`config.mk`:
```
export PLATFORM = sky130hd
export DESIGN_NAME = stack_vm_execute_step_unit_flat
export DESIGN_NICKNAME = d
export VERILOG_FILES = /design/src/hdl/svm_pkg.sv /design/src/hdl/svm_if.sv /design/src/hdl/svm_ram.sv /design/src/hdl/stack_vm_execute_step_unit.sv /design/src/flat_wrapper.sv
export SDC_FILE = /design/constraint.sdc
export NUM_CORES = 2
export LEC_CHECK = 0
export BUFFER_PORTS_ARGS = -buffer_cell sky130_fd_sc_hd__buf_2
export CAP_MARGIN = 10
export CORE_MARGIN = 1
export CORE_UTILIZATION = 30
export DETAILED_ROUTE_END_ITERATION = 7
export SYNTH_ARGS = -nofsm -noshare
export SYNTH_HDL_FRONTEND = slang
export SYNTH_SLANG_ARGS = --single-unit
export TNS_END_PERCENT = 100
```
`constraint.sdc`:
```
create_clock -name i_clk -period 6.6 [get_ports i_clk]
set_input_delay 0.33 -clock i_clk [delete_from_list [all_inputs] [get_ports i_clk]]
set_output_delay 0.33 -clock i_clk [all_outputs]
set_load 0.01 [all_outputs]
```
`src/hdl/svm_pkg.sv`:
```
// Shared types and constants of the stack machine execute unit.
// No dependencies; compiled first.
package svm_pkg;

    localparam int STACK_DEPTH = 64;
    localparam int ADDR_BITS   = 16;

    localparam int WORD_W   = 32;
    localparam int OP_W     = 8;
    localparam int IP_OUT_W = 16;
    localparam int DEPTH_W  = 7;
    localparam int STATUS_W = 2;

    // stack pointer holds 0..STACK_DEPTH; stack RAM is indexed below that
    localparam int SP_W   = $clog2(STACK_DEPTH + 1);
    localparam int MEM_AW = $clog2(STACK_DEPTH);

    localparam logic [OP_W-1:0] OP_ADD   = OP_W'(0);
    localparam logic [OP_W-1:0] OP_SUB   = OP_W'(1);
    localparam logic [OP_W-1:0] OP_CONST = OP_W'(2);
    localparam logic [OP_W-1:0] OP_BRT   = OP_W'(3);
    localparam logic [OP_W-1:0] OP_HALT  = OP_W'(4);

    typedef enum logic [STATUS_W-1:0] {
        ST_RUN   = 2'd0,
        ST_HALT  = 2'd1,
        ST_UNDER = 2'd2,
        ST_OVER  = 2'd3
    } t_status;

    typedef struct packed {
        logic [IP_OUT_W-1:0]      next_ip;
        logic signed [WORD_W-1:0] top_value;
        logic [DEPTH_W-1:0]       stack_depth;
        t_status                  status;
    } t_result;

endpackage

```
`src/hdl/svm_if.sv`:
```
// Valid/ready channel interfaces for instruction words and step results.
// Depends on svm_pkg.
interface svm_in_if import svm_pkg::*; ();
    logic                valid;
    logic                ready;
    logic [OP_W-1:0]     func;
    logic [WORD_W-1:0]   immediate;

    modport source (output valid, output func, output immediate, input ready);
    modport sink   (input valid, input func, input immediate, output ready);
endinterface

interface svm_out_if import svm_pkg::*; ();
    logic                     valid;
    logic                     ready;
    logic [IP_OUT_W-1:0]      next_ip;
    logic signed [WORD_W-1:0] top_value;
    logic [DEPTH_W-1:0]       stack_depth;
    logic [STATUS_W-1:0]      status;

    modport source (output valid, output next_ip, output top_value, output stack_depth,
                    output status, input ready);
    modport sink   (input valid, input next_ip, input top_value, input stack_depth,
                    input status, output ready);
endinterface

```
`src/hdl/svm_ram.sv`:
```
// Generic single-write, single-read RAM with registered read data.
// No dependencies.
module svm_ram #(
    parameter int WIDTH = 32,
    parameter int DEPTH = 64
) (
    input  logic                     i_clk,
    input  logic                     i_we,
    input  logic [$clog2(DEPTH)-1:0] i_waddr,
    input  logic [WIDTH-1:0]         i_wdata,
    input  logic [$clog2(DEPTH)-1:0] i_raddr,
    output logic [WIDTH-1:0]         o_rdata
);

    logic [WIDTH-1:0] mem [DEPTH];
    logic [WIDTH-1:0] r_rdata;

    always_ff @(posedge i_clk) begin
        if (i_we) begin
            mem[i_waddr] <= i_wdata;
        end
        r_rdata <= mem[i_raddr];
    end

    assign o_rdata = r_rdata;

endmodule

```
`src/hdl/stack_vm_execute_step_unit.sv`:
```
// Stack machine execute unit: one instruction word in, one step result out.
// Depends on svm_pkg, svm_if (svm_in_if, svm_out_if) and svm_ram.

// The unit executes one instruction per clock cycle while ready is high, and
// registers its result when the word is accepted. The top two stack words live
// in registers; the rest of the stack sits in a RAM with one write and one
// registered read port, which is always pointed at the word that the next pop
// brings up, so each step needs only that single read. A result register plus
// one skid entry let a new word be taken while a result waits; ready drops only
// when both are full or reset is asserted. After a halt or a stack fault the
// unit keeps accepting words and repeats the stopped state until reset.
module stack_vm_execute_step_unit import svm_pkg::*; (
    input  logic       i_clk,
    input  logic       i_rst_n,
    svm_in_if.sink     i_in,
    svm_out_if.source  o_out
);

    logic [ADDR_BITS-1:0] r_ip, n_ip;
    logic [SP_W-1:0]      r_sp, n_sp;
    logic [WORD_W-1:0]    r_tos, n_tos;
    logic [WORD_W-1:0]    r_nos, n_nos;
    logic                 r_stopped, n_stopped;
    t_status              r_held_status, n_held_status;
    logic [WORD_W-1:0]    r_held_value, n_held_value;

    logic                 r_fwd_vld;
    logic [WORD_W-1:0]    r_fwd_data;
    logic [WORD_W-1:0]    mem_q;
    logic [WORD_W-1:0]    mem_top;
    logic                 mem_we;
    logic [SP_W-1:0]      sp_m2;
    logic [SP_W-1:0]      rd_sp;
    logic [SP_W-1:0]      rd_m3;
    logic [MEM_AW-1:0]    mem_waddr;
    logic [MEM_AW-1:0]    mem_raddr;

    logic                 accept;
    logic                 out_fire;
    logic [WORD_W-1:0]    cur_top;
    t_result              res;
    t_result              r_out, r_skid;
    logic                 r_out_vld, r_skid_vld;

    assign accept   = i_in.valid && i_in.ready;
    assign out_fire = r_out_vld && o_out.ready;
    // hold off words while in reset; they would be dropped
    assign i_in.ready = i_rst_n && !r_skid_vld;

    // third word from the top; a just-written word is taken from the bypass
    assign mem_top = r_fwd_vld ? r_fwd_data : mem_q;
    assign cur_top = (r_sp == '0) ? '0 : r_tos;

    always_comb begin
        n_ip          = r_ip;
        n_sp          = r_sp;
        n_tos         = r_tos;
        n_nos         = r_nos;
        n_stopped     = r_stopped;
        n_held_status = r_held_status;
        n_held_value  = r_held_value;
        mem_we        = 1'b0;
        if (!r_stopped) begin
            unique case (i_in.func)
                OP_ADD, OP_SUB: begin
                    if (r_sp < SP_W'(2)) begin
                        n_stopped     = 1'b1;
                        n_held_status = ST_UNDER;
                        n_held_value  = cur_top;
                    end else begin
                        n_tos = (i_in.func == OP_ADD) ? r_nos + r_tos : r_nos - r_tos;
                        n_nos = mem_top;
                        n_sp  = r_sp - SP_W'(1);
                        n_ip  = r_ip + ADDR_BITS'(1);
                    end
                end
                OP_CONST: begin
                    if (r_sp >= SP_W'(STACK_DEPTH)) begin
                        n_stopped     = 1'b1;
                        n_held_status = ST_OVER;
                        n_held_value  = cur_top;
                    end else begin
                        // spill the second word to the RAM when it is occupied
                        n_tos  = i_in.immediate;
                        n_nos  = r_tos;
                        mem_we = (r_sp >= SP_W'(2));
                        n_sp   = r_sp + SP_W'(1);
                        n_ip   = r_ip + ADDR_BITS'(5);
                    end
                end
                OP_BRT: begin
                    if (r_sp == '0) begin
                        n_stopped     = 1'b1;
                        n_held_status = ST_UNDER;
                        n_held_value  = '0;
                    end else if (r_tos != '0) begin
                        n_ip = ADDR_BITS'(i_in.immediate);
                    end else begin
                        n_ip = r_ip + ADDR_BITS'(5);
                    end
                end
                OP_HALT: begin
                    if (r_sp == '0) begin
                        n_stopped     = 1'b1;
                        n_held_status = ST_UNDER;
                        n_held_value  = '0;
                    end else begin
                        n_tos         = r_nos;
                        n_nos         = mem_top;
                        n_sp          = r_sp - SP_W'(1);
                        n_stopped     = 1'b1;
                        n_held_status = ST_HALT;
                        n_held_value  = r_tos;
                    end
                end
                default: begin
                    n_ip = r_ip + ADDR_BITS'(1);
                end
            endcase
        end
    end

    always_comb begin
        res.next_ip     = IP_OUT_W'(n_ip);
        res.stack_depth = DEPTH_W'(n_sp);
        if (n_stopped) begin
            res.status    = n_held_status;
            res.top_value = n_held_value;
        end else begin
            res.status    = ST_RUN;
            res.top_value = (n_sp == '0) ? '0 : n_tos;
        end
    end

    // RAM holds words 0..sp-3; keep its read port on the topmost of them
    assign sp_m2     = r_sp - SP_W'(2);
    assign mem_waddr = sp_m2[MEM_AW-1:0];
    assign rd_sp     = accept ? n_sp : r_sp;
    assign rd_m3     = rd_sp - SP_W'(3);
    assign mem_raddr = rd_m3[MEM_AW-1:0];

    svm_ram #(
        .WIDTH (WORD_W),
        .DEPTH (STACK_DEPTH)
    ) u_stack_ram (
        .i_clk   (i_clk),
        .i_we    (accept && mem_we),
        .i_waddr (mem_waddr),
        .i_wdata (r_nos),
        .i_raddr (mem_raddr),
        .o_rdata (mem_q)
    );

    always_ff @(posedge i_clk) begin
        if (!i_rst_n) begin
            r_ip          <= '0;
            r_sp          <= '0;
            r_stopped     <= 1'b0;
            r_held_status <= ST_RUN;
            r_held_value  <= '0;
            r_fwd_vld     <= 1'b0;
        end else begin
            // a push writes exactly the address read next, so bypass it
            r_fwd_vld <= accept && mem_we;
            if (accept) begin
                r_ip          <= n_ip;
                r_sp          <= n_sp;
                r_stopped     <= n_stopped;
                r_held_status <= n_held_status;
                r_held_value  <= n_held_value;
            end
        end
    end

    always_ff @(posedge i_clk) begin
        r_fwd_data <= r_nos;
        if (accept) begin
            r_tos <= n_tos;
            r_nos <= n_nos;
        end
    end

    // result register with one skid word behind it
    always_ff @(posedge i_clk) begin
        if (!i_rst_n) begin
            r_out_vld  <= 1'b0;
            r_skid_vld <= 1'b0;
        end else if (accept) begin
            if (!r_out_vld || out_fire) begin
                r_out_vld <= 1'b1;
            end else begin
                r_skid_vld <= 1'b1;
            end
        end else if (out_fire) begin
            if (r_skid_vld) begin
                r_skid_vld <= 1'b0;
            end else begin
                r_out_vld <= 1'b0;
            end
        end
    end

    always_ff @(posedge i_clk) begin
        if (accept) begin
            if (!r_out_vld || out_fire) begin
                r_out <= res;
            end else begin
                r_skid <= res;
            end
        end else if (out_fire && r_skid_vld) begin
            r_out <= r_skid;
        end
    end

    assign o_out.valid       = r_out_vld;
    assign o_out.next_ip     = r_out.next_ip;
    assign o_out.top_value   = r_out.top_value;
    assign o_out.stack_depth = r_out.stack_depth;
    assign o_out.status      = r_out.status;

    a_sp_in_range: assert property (@(posedge i_clk) disable iff (!i_rst_n)
        r_sp <= SP_W'(STACK_DEPTH))
        else $error("stack pointer beyond stack depth");

    a_skid_behind_out: assert property (@(posedge i_clk) disable iff (!i_rst_n)
        r_skid_vld |-> r_out_vld)
        else $error("skid word held without a result in front");

    a_stopped_holds: assert property (@(posedge i_clk) disable iff (!i_rst_n)
        (accept && r_stopped) |=> ($stable(r_ip) && $stable(r_sp) && r_stopped))
        else $error("stopped machine changed state");

    a_bypass_on_push: assert property (@(posedge i_clk) disable iff (!i_rst_n)
        (accept && mem_we) |-> (mem_raddr == mem_waddr))
        else $error("push does not refill the RAM read port");

endmodule
```
`src/flat_wrapper.sv`:
```
// flat-port wrapper written by rule: the top's interface ports become plain ports
module stack_vm_execute_step_unit_flat import svm_pkg::*;
  (i_clk, i_rst_n, i_in_valid, i_in_func, i_in_immediate, i_in_ready, o_out_valid, o_out_next_ip, o_out_top_value, o_out_stack_depth, o_out_status, o_out_ready);
  svm_in_if i_in_i ();
  svm_out_if o_out_i ();
  input  logic i_clk;
  input  logic i_rst_n;
  input wire logic [$bits(i_in_i.valid)-1:0] i_in_valid;
  input wire logic [$bits(i_in_i.func)-1:0] i_in_func;
  input wire logic [$bits(i_in_i.immediate)-1:0] i_in_immediate;
  output wire logic [$bits(i_in_i.ready)-1:0] i_in_ready;
  output wire logic [$bits(o_out_i.valid)-1:0] o_out_valid;
  output wire logic [$bits(o_out_i.next_ip)-1:0] o_out_next_ip;
  output wire logic [$bits(o_out_i.top_value)-1:0] o_out_top_value;
  output wire logic [$bits(o_out_i.stack_depth)-1:0] o_out_stack_depth;
  output wire logic [$bits(o_out_i.status)-1:0] o_out_status;
  input wire logic [$bits(o_out_i.ready)-1:0] o_out_ready;
  assign i_in_i.valid = i_in_valid;
  assign i_in_i.func = i_in_func;
  assign i_in_i.immediate = i_in_immediate;
  assign i_in_ready = i_in_i.ready;
  assign o_out_valid = o_out_i.valid;
  assign o_out_next_ip = o_out_i.next_ip;
  assign o_out_top_value = o_out_i.top_value;
  assign o_out_stack_depth = o_out_i.stack_depth;
  assign o_out_status = o_out_i.status;
  assign o_out_i.ready = o_out_ready;
  stack_vm_execute_step_unit u_core (.i_clk(i_clk), .i_rst_n(i_rst_n), .i_in(i_in_i), .o_out(o_out_i));
endmodule
```
==> summary.md <==
| Metric | Value |
|---|---|
| Status | `finished with violations` |
| Failing checks | `setup timing` |
| Most numerous cell in the Yosys netlist | `edfxtp_1` |
| Main combinational cell family by area after synthesis | `multiplexers` |
| CP required | `approximately 7.3 ns` |
| NumNets Final | `between 5000 and 6000` |
| Area leader, netlist | `edfxtp_1` |
| Clock Tree Buf Depth | `3` |
| Worst-Skew Late Latency | `0.88 ns` |
| Layout cells sized above 1 | `21.0%` |
| VDD IR max | `0.000347 V` |
| Hold path endpoint | `u_core.r_tos[29]$_DFFE_PP_` |
| GP Congestion | `approximately 0.9` |
| Most used DFF post-synth | `edfxtp_1` |
| I/O pin cnt | `about 100` |
| Lkg Pwr | `34.1 nW` |
| DRT iter0 DRCs | `7228` |
| CTS clk-pin slew, worst paths | `around 0.07 ns` |
| Final HPWL DP | `161 mm` |
| FF-to-FF End | `u_core.u_stack_ram.o_rdata[1]$_DFF_P_` |
| Adder-cell area share of the yosys netlist | `less than 1%` |
| Synthesized flop and latch total | `between 2000 and 2500` |
| R2R setup slack | `-0.14 ns` |
| CTS root buf | `clkbuf_16` |
| Top layer in use | `met5` |
| Hold Path Class | `input pin to register` |
| RSZ-0062 raised after global routing | `yes` |
| Grt total ovfl | `0` |
| Core Rows | `between 200 and 250` |
| Core footprint | `316000 um^2` |
| Layout fillers | `just under 30000` |
| Count of endpoints failing setup in the final report | `4` |
| WL met3 | `24.5 mm` |
| TritonCTS clock tree | `yes` |
| Syn Inst Count | `approximately 5600` |
| M1 wire length | `between 100 and 150 mm` |
| Power per cell area | `278 nW/um^2` |
| Drt pass-1 iters | `6` |
| DR WL met2 | `~120 mm` |
| Startpoint types | `register` |
| Post-DRT Antenna Nets | `0` |
| Antenna violations before repair | `14` |
| GRT Util Overall | `about 16%` |
| Final Hold Fails | `0` |
| Vias in the first global route | `~53000` |
| Vias per inst | `around 5.3` |
| Synth warnings | `0` |
| Main area contributors after synthesis | `edfxtp_1 70%, mux4_2 10%, dfxtp_1 2.6%` |
| Async S/R FF share, synth | `0%` |
| Post-synthesis simple-gate area fraction | `5.93%` |
| Slew Limit Fails | `0` |
| CP Class | `register to register` |
| CP arrival | `7.43 ns` |
| Post-CTS setup buffers | `0` |
| Initial Util | `30.2%` |
| Area share of the largest cell type after synthesis | `between 70% and 80%` |
| Fmax | `around 0.15 GHz` |
| Wire per inst | `approximately 27 um` |
| Num CTS Buffers | `approximately 220` |
| Compound-cell area share of the yosys netlist | `about 5.6%` |
| Fin worst setup slack | `-0.140 ns` |
| First-pass GRT wire length | `slightly below 400 mm` |
| Worst hold stages | `5` |
| Syn Nets | `between 5000 and 6000` |
| DRC errors left | `0` |
| Maxcap violations | `0` |
| Sequential share of the synthesized area | `a little over 70%` |
| Count of flip-flops with a built-in enable after synthesis | `2226` |
| Syn Area/Cell | `around 17 um^2` |
| Cell Area, Synth | `~95000 um^2` |
| DIE WIDTH | `566 um` |
| Area delta synth->final | `15.4%` |
| Element type at the critical path end | `register` |
| Crit-path max FO | `15` |
| Layout Utilization | `34.9%` |
| Largest net degree at the start of global routing | `about 110` |
| Clock sink count | `2351` |
| Synth Area in XOR/XNOR | `less than 1%` |
| Clock Skew | `around 0.084 ns` |
| Worst Max-Slew Pin Slew | `about 1.3 ns` |
| RR Startpoint | `u_core.r_sp[1]$_SDFF_PN0_` |
| Unique masters post-synth | `81` |
| R2R depth | `13` |
| Multiplexer share of the synthesized area | `between 10% and 20%` |
| HP Start | `i_in_immediate[29]` |
| Post-synth top cells | `2226 x edfxtp_1, 533 x nand2_1, 437 x mux4_2` |
| Worst hold slack | `between 0.08 and 0.09 ns` |
| Die height | `between 500 and 600 um` |
| DRT Wirelength | `around 270 mm` |
| H-tree levels | `4` |
| Port buffer count | `102` |
| Fin crit period | `between 6 and 7 ns` |
| Final worst-path cycle share | `102%` |
| Die ar. | `321000 um^2` |
| Worst slew margin | `12.5%` |
| Vias | `between 50000 and 60000` |
-- placed cells by master (no fill, tap or decap), drive strengths merged, types with 13 or more instances in the layout --
master / instances
a31oi: 24
nor4: 24
and2: 42
a22oi: 68
buf: 347
nand2: 533
o211ai: 90
bufinv: 29
a311oi: 42
a222oi: 13
a21oi: 158
xor2: 27
ha: 44
or2: 13
o21ai: 184
mux2i: 192
xnor2: 37
a211oi: 41
clkinv: 77
dfxtp: 125
nor2b: 27
a221oi: 14
o22ai: 26
mux4: 437
a21o: 18
inv: 59
nand3b: 18
nor2: 206
clkbuf: 301
mux2: 33
or3: 18
nand3: 260
and3: 16
edfxtp: 2226
nand2b: 15
nor3: 42
o211a: 13
-- final cells by class --
class                      instances  area, um^2  share of cell area (%)
multi-input combinational       2820       24900                    22.6
timing repair buffer             358        2870                    2.61
clock inverter                   122        1550                    1.40
clock buffer                     300        6060                    5.50
antenna                            4        10.0                 0.00908
tap                             4160        5200                    4.72
inverter                          51         200                   0.182
sequential                      2351       69300                    62.9
-- registers in the layout, indices dropped and copies added (netlist names), 7 cells and up --
signal,flops
u_core.r_held_value,32
u_core.u_stack_ram.mem,2048
u_core.r_ip,16
u_core.r_skid,57
u_core.o_out.next_ip,16
u_core.r_nos,32
u_core.o_out.top_value,32
u_core.r_fwd_data,32
u_core.o_out.stack_depth,7
u_core.r_tos,32
u_core.r_sp,7
u_core.u_stack_ram.o_rdata,32
-- layer usage --
metal / vias to the layer above / global-route usage [%]
met2: 2538 / 25.6
met4: 4 / 5.01
met5: - / 0
met3: 408 / 3.18
li1: 22800 / -
met1: 28300 / 23.1
-- report_power, final --
| part | internal, mW | leakage (nW) | switching (mW) |
|---|---|---|---|
| clock | 7.62 | 3.70 | 5.69 |
| sequential | 16.2 | 21.1 | 0.0860 |
| combinational | 0.452 | 9.33 | 0.672 |
-- kinds of logic after synthesis --
group	count (synthesis)
DFF	2351
buffers and inverters	412
and+or+nand+nor	1248
muxes	662
adders and majority gates	47
AOI/OAI and AO/OA	799
xor gates and xnor gates	64
-- critical path, cell delays in order, from the launching register on --
cell,delay (ns)
dfxtp_1,0.51
inv_1,0.25
ha_1,0.23
nor2b_1,0.33
a21oi_1,0.28
o21ai_1,0.44
o211ai_1,0.53
a311oi_1,0.86
nand3_1,0.36
xnor2_2,0.60
buf_4,0.25
nand2b_1,0.68
o22ai_1,1.14
a21oi_1,0.09
-- timing repair --
item / 4_1_cts / 5_1_grt
setup endpoints to repair: 0 / 8
hold endpoints to repair: 11 / 0
hold buffers: 10 / 0
resized for setup: 0 / 2
-- worst max path at each step --
stage	slack, ns	to	cells after the start	startpoint
after floorplan	0.19	u_core.u_stack_ram.o_rdata[0]$_DFF_P_	22	i_in_func[5]
after global placement	0.12	u_core.u_stack_ram.o_rdata[20]$_DFF_P_	15	i_in_func[5]
after detailed placement	0.11	u_core.u_stack_ram.o_rdata[20]$_DFF_P_	15	i_in_func[5]
after CTS	0.26	u_core.u_stack_ram.o_rdata[17]$_DFF_P_	13	u_core.r_sp[1]$_SDFF_PN0_
after global routing	-0.27	u_core.u_stack_ram.o_rdata[1]$_DFF_P_	13	u_core.r_sp[1]$_SDFF_PN0_
final	-0.14	u_core.u_stack_ram.o_rdata[1]$_DFF_P_	13	u_core.r_sp[1]$_SDFF_PN0_
-- through the flow --
stage / TNS (ns) / cell area, um^2 / total power [mW] / worst slack (ns) / cells
after floorplan: 0 / 95500 / 17.2 / 0.195 / 5583
after global placement: 0 / 102000 / 17.7 / 0.122 / 9728
after detailed placement: 0 / 102000 / 17.7 / 0.107 / 9729
after CTS: 0 / 110000 / 30.9 / 0.263 / 10200
after global routing: -0.908 / 110000 / 31.5 / -0.266 / 10200
final: -0.356 / 110000 / 30.7 / -0.140 / 10200
No activity file was read; power rests on OpenSTA's default activity.
